File: config.mk
export PLATFORM = sky130hd
export DESIGN_NAME = pgpc_div
export DESIGN_NICKNAME = d
export VERILOG_FILES = /design/src/hdl/pgpc_pkg.sv /design/src/hdl/pgpc_div.sv
export SDC_FILE = /design/constraint.sdc
export NUM_CORES = 2
export LEC_CHECK = 0
export BUFFER_PORTS_ARGS = -buffer_cell sky130_fd_sc_hd__buf_2
export CAP_MARGIN = 30
export CORE_MARGIN = 5
export CORE_UTILIZATION = 62
export DETAILED_ROUTE_END_ITERATION = 7
export GPL_ROUTABILITY_DRIVEN = 0
export PLACE_DENSITY = 0.86
export SLEW_MARGIN = 20
export SYNTH_ARGS = -nofsm -noshare
export SYNTH_HDL_FRONTEND = slang
export SYNTH_SLANG_ARGS = --single-unit
File: constraint.sdc
create_clock -name i_clk -period 4.5 [get_ports i_clk]
set_clock_uncertainty 0.05 [all_clocks]
set_input_delay 0.675 -clock i_clk [delete_from_list [all_inputs] [get_ports i_clk]]
set_output_delay 0.675 -clock i_clk [all_outputs]
set_load 0.02 [all_outputs]
File: src/hdl/pgpc_pkg.sv
`timescale 1ns / 1ps
// ----------------------------------------------------------------------------
// pgpc_pkg
// shared constants, types and the output rounding function
// ----------------------------------------------------------------------------
package pgpc_pkg;

    localparam int FRAC  = 16;               // fraction bits of the fixed point
    localparam int HPW   = 64;               // plane height product width
    localparam int HW    = HPW - FRAC;       // scaled plane height width
    localparam int CW    = HW + 1;           // compare width for local y
    localparam int DW    = 33;               // motion / divisor width
    localparam int PW    = 66;               // widest product
    localparam int NSTG  = FRAC;             // divider stages, one bit each

    localparam logic [FRAC:0] ONE = {1'b1, {FRAC{1'b0}}};

    typedef enum logic [1:0] {
        REG_ENABLE = 2'd0,
        REG_LOCAL  = 2'd1,
        REG_HEIGHT = 2'd2,
        REG_SCALE  = 2'd3
    } t_reg_idx;

    typedef struct packed {
        logic               en;
        logic               local_mode;
        logic signed [31:0] height;
        logic        [30:0] scale;
    } t_cfg;

    // word carried along the divider and multiplier stages
    typedef struct packed {
        logic                  hit;
        logic signed [31:0]    vx;
        logic signed [31:0]    vy;
        logic signed [31:0]    vz;
        logic        [FRAC:0]  fr;
        logic signed [32:0]    opb;
        logic signed [DW-1:0]  dx;
        logic signed [DW-1:0]  dy;
        logic signed [DW-1:0]  dz;
    } t_item;

    // negate, floor by 2^FRAC and saturate to 32 bits
    function automatic logic signed [31:0] f_neg_sat(input logic signed [PW-1:0] p);
        logic signed [PW:0] n;
        logic signed [PW:0] s;
        n = -$signed({p[PW-1], p});
        s = n >>> FRAC;
        if (s[PW:31] == '0 || s[PW:31] == '1)
            return s[31:0];
        else
            return s[PW] ? 32'sh8000_0000 : 32'sh7fff_ffff;
    endfunction

endpackage

File: src/hdl/pgpc_div.sv
`timescale 1ns / 1ps
// ----------------------------------------------------------------------------
// pgpc_div
// pipelined restoring divider, one quotient bit per stage
// ----------------------------------------------------------------------------
module pgpc_div import pgpc_pkg::*; (
    input  logic            i_clk,
    input  logic            i_rst_n,
    input  logic            i_adv,
    input  logic            i_vld,
    input  t_item           i_item,
    input  logic [DW-1:0]   i_rem,
    input  logic [DW-1:0]   i_den,
    output logic            o_vld,
    output t_item           o_item,
    output logic [FRAC-1:0] o_q
);

    logic            r_vld  [NSTG+1];
    t_item           r_item [NSTG+1];
    logic [DW-1:0]   r_rem  [NSTG+1];
    logic [DW-1:0]   r_den  [NSTG+1];
    logic [FRAC-1:0] r_q    [NSTG+1];

    always_comb begin
        r_vld[0]  = i_vld;
        r_item[0] = i_item;
        r_rem[0]  = i_rem;
        r_den[0]  = i_den;
        r_q[0]    = '0;
    end

    for (genvar k = 0; k < NSTG; k++) begin : g_stg
        logic [DW:0] n_r2;
        logic        n_ge;
        logic [DW:0] n_diff;

        always_comb begin
            n_r2   = {r_rem[k], 1'b0};
            n_diff = n_r2 - {1'b0, r_den[k]};
            n_ge   = n_r2 >= {1'b0, r_den[k]};
        end

        always_ff @(posedge i_clk) begin
            if (!i_rst_n) begin
                r_vld[k+1] <= 1'b0;
            end else if (i_adv) begin
                r_vld[k+1] <= r_vld[k];
            end
        end

        always_ff @(posedge i_clk) begin
            if (i_adv) begin
                r_item[k+1] <= r_item[k];
                r_den[k+1]  <= r_den[k];
                r_rem[k+1]  <= n_ge ? n_diff[DW-1:0] : n_r2[DW-1:0];
                r_q[k+1]    <= {r_q[k][FRAC-2:0], n_ge};
            end
        end
    end

    assign o_vld  = r_vld[NSTG];
    assign o_item = r_item[NSTG];
    assign o_q    = r_q[NSTG];

endmodule

==> flow_summary.toml <==
[synth]
ys_seq_area_frac = 0.809
synth_area_leader_cell = "edfxtp_1"
synth-edff-count = 5062
ys.flop_type = "edfxtp_1"
syn_nets = 11221
yosys_warnings = 0
ys_types = 90
netlist_area_um2 = 188000
synth.area.top_cells = "edfxtp_1, ha_1, a21oi_1"
synthArstFlopShare = 0
synthCells = 10363
ys_ff_latch = 5078
synth.avg_cell_area_um2 = 18.2
synth_top_area_share = 0.808

[finish]
area_delta_synth_final_pct = 13.7
drive_gt1_frac = 0.148
final_nets = 12316
finalNonFillerCells = 15830
layout_common_cells = "edfxtp_1, inv_1, buf_2, ha_1, a21oi_1"
design_area_um2 = 214000
final_common_cell = "edfxtp_1"

[route]
first_iter_violations = 10738
wl_per_cell_um = 22.7
drc = 147
dr.pass1.iters = 8
postRouteAntennaNets = 0
drt-vias-per-instance = 5.86
vias = 92713
wirelength_um = 359000

[sta]
rsz0062_at_grt = "false"
whs_ns = 0.113
final-setup-viol-count = 0
tns_ns = 0
period_minus_slack_ns = 4.33
period_share = 0.962
max_freq_ghz = 0.231
hold_violations = 0
max_slew.worst_pin.slew_ns = 0.967
drv_slew = 0
relSlewSlack = 0.339

[grt]
grt_pass1_wl_um = 556000
grt_usage = 0.226
antenna_found_initial = 18
grt_pass1_vias = 94279
grt_overflow = 0
grt_start_max_net_pins = 175

[critical_path]
path_max_fanout = 6
end_kind = "flip-flop"
critPathSlowestCell = "o21ai_0"
rrSetupSlack_ns = 0.18
reg2reg_depth = 11
critPathRequiredTime_ns = 5.11
timing.critical_path.mode_cell = "o21ai_0"
max_stage_delay_ns = 0.82
r2r_end = "g_stg[2].n_r2[29]"
arrival_ns = 4.93
r2r-start = "r_den[496]"
cp-start-kind = "input port"
critPathKind = "in2reg"
cp_cell_sequence = "dlygate4sd3_1 > buf_2 > inv_1 > ha_1 > nand2_1 > o21ai_0 > nor3_1 > o21bai_1 > a21oi_1 > a211oi_1 > xor2_1 > o21ai_0"

[pwr]
max-vdd-ir-drop_uv = 376
p_total_mw = 130
p_per_area_nw_per_um2 = 607
cellLeakagePower_nw = 79.2

[clock_network]
cts.reportedPaths.clkPinSlew_ns = 0.08
clockRootBuffer = "clkbuf_16"
cts_resized = 0
cts_max_level = 5
numCtsBuffers = 465
clock_latency_ns = 0.99
clock_path_buffers = 4
cts_sinks = 5078
tritoncts = "built"

[hold_path]
hp-start = "i_rst_n"
hold_path_class = "in2reg"
min_path_cells = 2
holdPathEnd = "r_vld[11]"

[floorplanning]
num_io_pins = 579
dieWidth_um = 561
die_h_um = 561
core_area_um2 = 303000
start_util = 0.622
dieArea_um2 = 315000
num_rows = 202

[placed_design]
placed_area_um2 = 195000
dpl.hpwl_um = 202000
port_buffers = 578
dp.cells = 14661

[outcome]
violations = "design-rule violations"
status = "complete, but fails checks"

[job]
max-cap-violations = 0
==> cell families after synthesis <==
group,Yosys count,share of synthesized area
XOR/XNOR,428,0.0199
AO/OA/AOI/OAI,1634,0.0556
flip-flops,5078,0.809
multiplexers,274,0.0172
AND/OR/NAND/NOR,1318,0.0338
adder cells (fa/ha/maj),542,0.0366
buffers and inverters,1089,0.0275
==> cell type report <==
| class | count | area, um2 |
|---|---|---|
| well taps | 3978 | 4980 |
| multi-input cells | 4196 | 30800 |
| clock inverters | 311 | 3450 |
| clock buffers | 548 | 12000 |
| inverters | 656 | 2460 |
| fillers | 16965 | 88600 |
| repair buffers | 1061 | 7990 |
| diodes | 2 | 5.00 |
| flip-flops and latches | 5078 | 152000 |
==> metal layers <==
metal	GRT usage	wire [um]	vias up
met5	0	68	-
met4	0.0801	14600	10
met3	0.0307	24500	1174
met2	0.400	186000	4990
met1	0.290	134000	45095
li1	-	-	41444
==> worst max path at each step <==
stage	depth (start not counted)	end	start
final	12	g_stg[1].n_r2[30]	i_den[24]
after global routing	11	g_stg[2].n_r2[29]	r_den[496]
after detailed placement	12	g_stg[10].n_r2[27]	r_den[233]
after global placement	12	g_stg[6].n_r2[7]	r_den[365]
after CTS	12	g_stg[15].n_r2[10]	g_stg[14].n_r2[1]
after floorplan	12	g_stg[1].n_r2[2]	i_den[2]
==> power by group <==
group / switching [mW] / internal [mW] / total (mW)
combinational: 16.2 / 12.4 / 28.6
clock: 17.5 / 22.3 / 39.8
sequential: 2.63 / 58.9 / 61.5
total: 36.3 / 93.6 / 130
==> stage by stage <==
stage	worst slack [ns]	utilization
floorplan	1.10	-
global placement	0.623	0.646
detailed placement	0.547	0.646
CTS	0.350	0.707
global route	0.0203	0.707
finish	0.173	0.707
==> worst max-delay path, delay by kind of cell <==
family	cells	cell delay (ns)
xor gates and xnor gates	1	0.24
adders and majority gates	1	0.38
AOI/OAI and AO/OA	5	2.49
buffers and inverters	3	0.76
and+or+nand+nor	2	0.39
==> what timing repair did <==
action | in CTS | in global routing
setup buffers | 0 | 0
hold buffers | 308 | 0
hold endpoints to repair | 307 | 0
==> sequential cells by signal, summed over array words and instances, names as in the netlist <==
register	flops
r_item	3690
r_vld	15
r_den	495
g_stg.n_r2	495
r_q	120
o_item	246
o_q	16
o_vld	1
==> synth_stat cells, drive strengths merged (9+ instances only) <==
cell type / instances
a2111oi: 16
a211o: 13
a211oi: 29
a21o: 290
a21oi: 498
a221oi: 13
a311oi: 13
a31oi: 55
a41oi: 13
and2: 41
and3: 55
and4: 16
buf: 307
clkbuf: 126
dfxtp: 16
edfxtp: 5062
fa: 15
ha: 527
inv: 656
mux2: 245
mux2i: 29
nand2: 410
nand2b: 55
nand3: 100
nand3b: 10
nand4: 95
nor2: 301
nor2b: 94
nor3: 69
nor3b: 9
nor4: 10
o2111ai: 10
o211ai: 37
o21a: 72
o21ai: 368
o21bai: 67
o221ai: 12
o31a: 14
o31ai: 38
o41ai: 12
or2: 23
or3: 14
xnor2: 259
xor2: 169
Power figures use the tool's default switching activity.
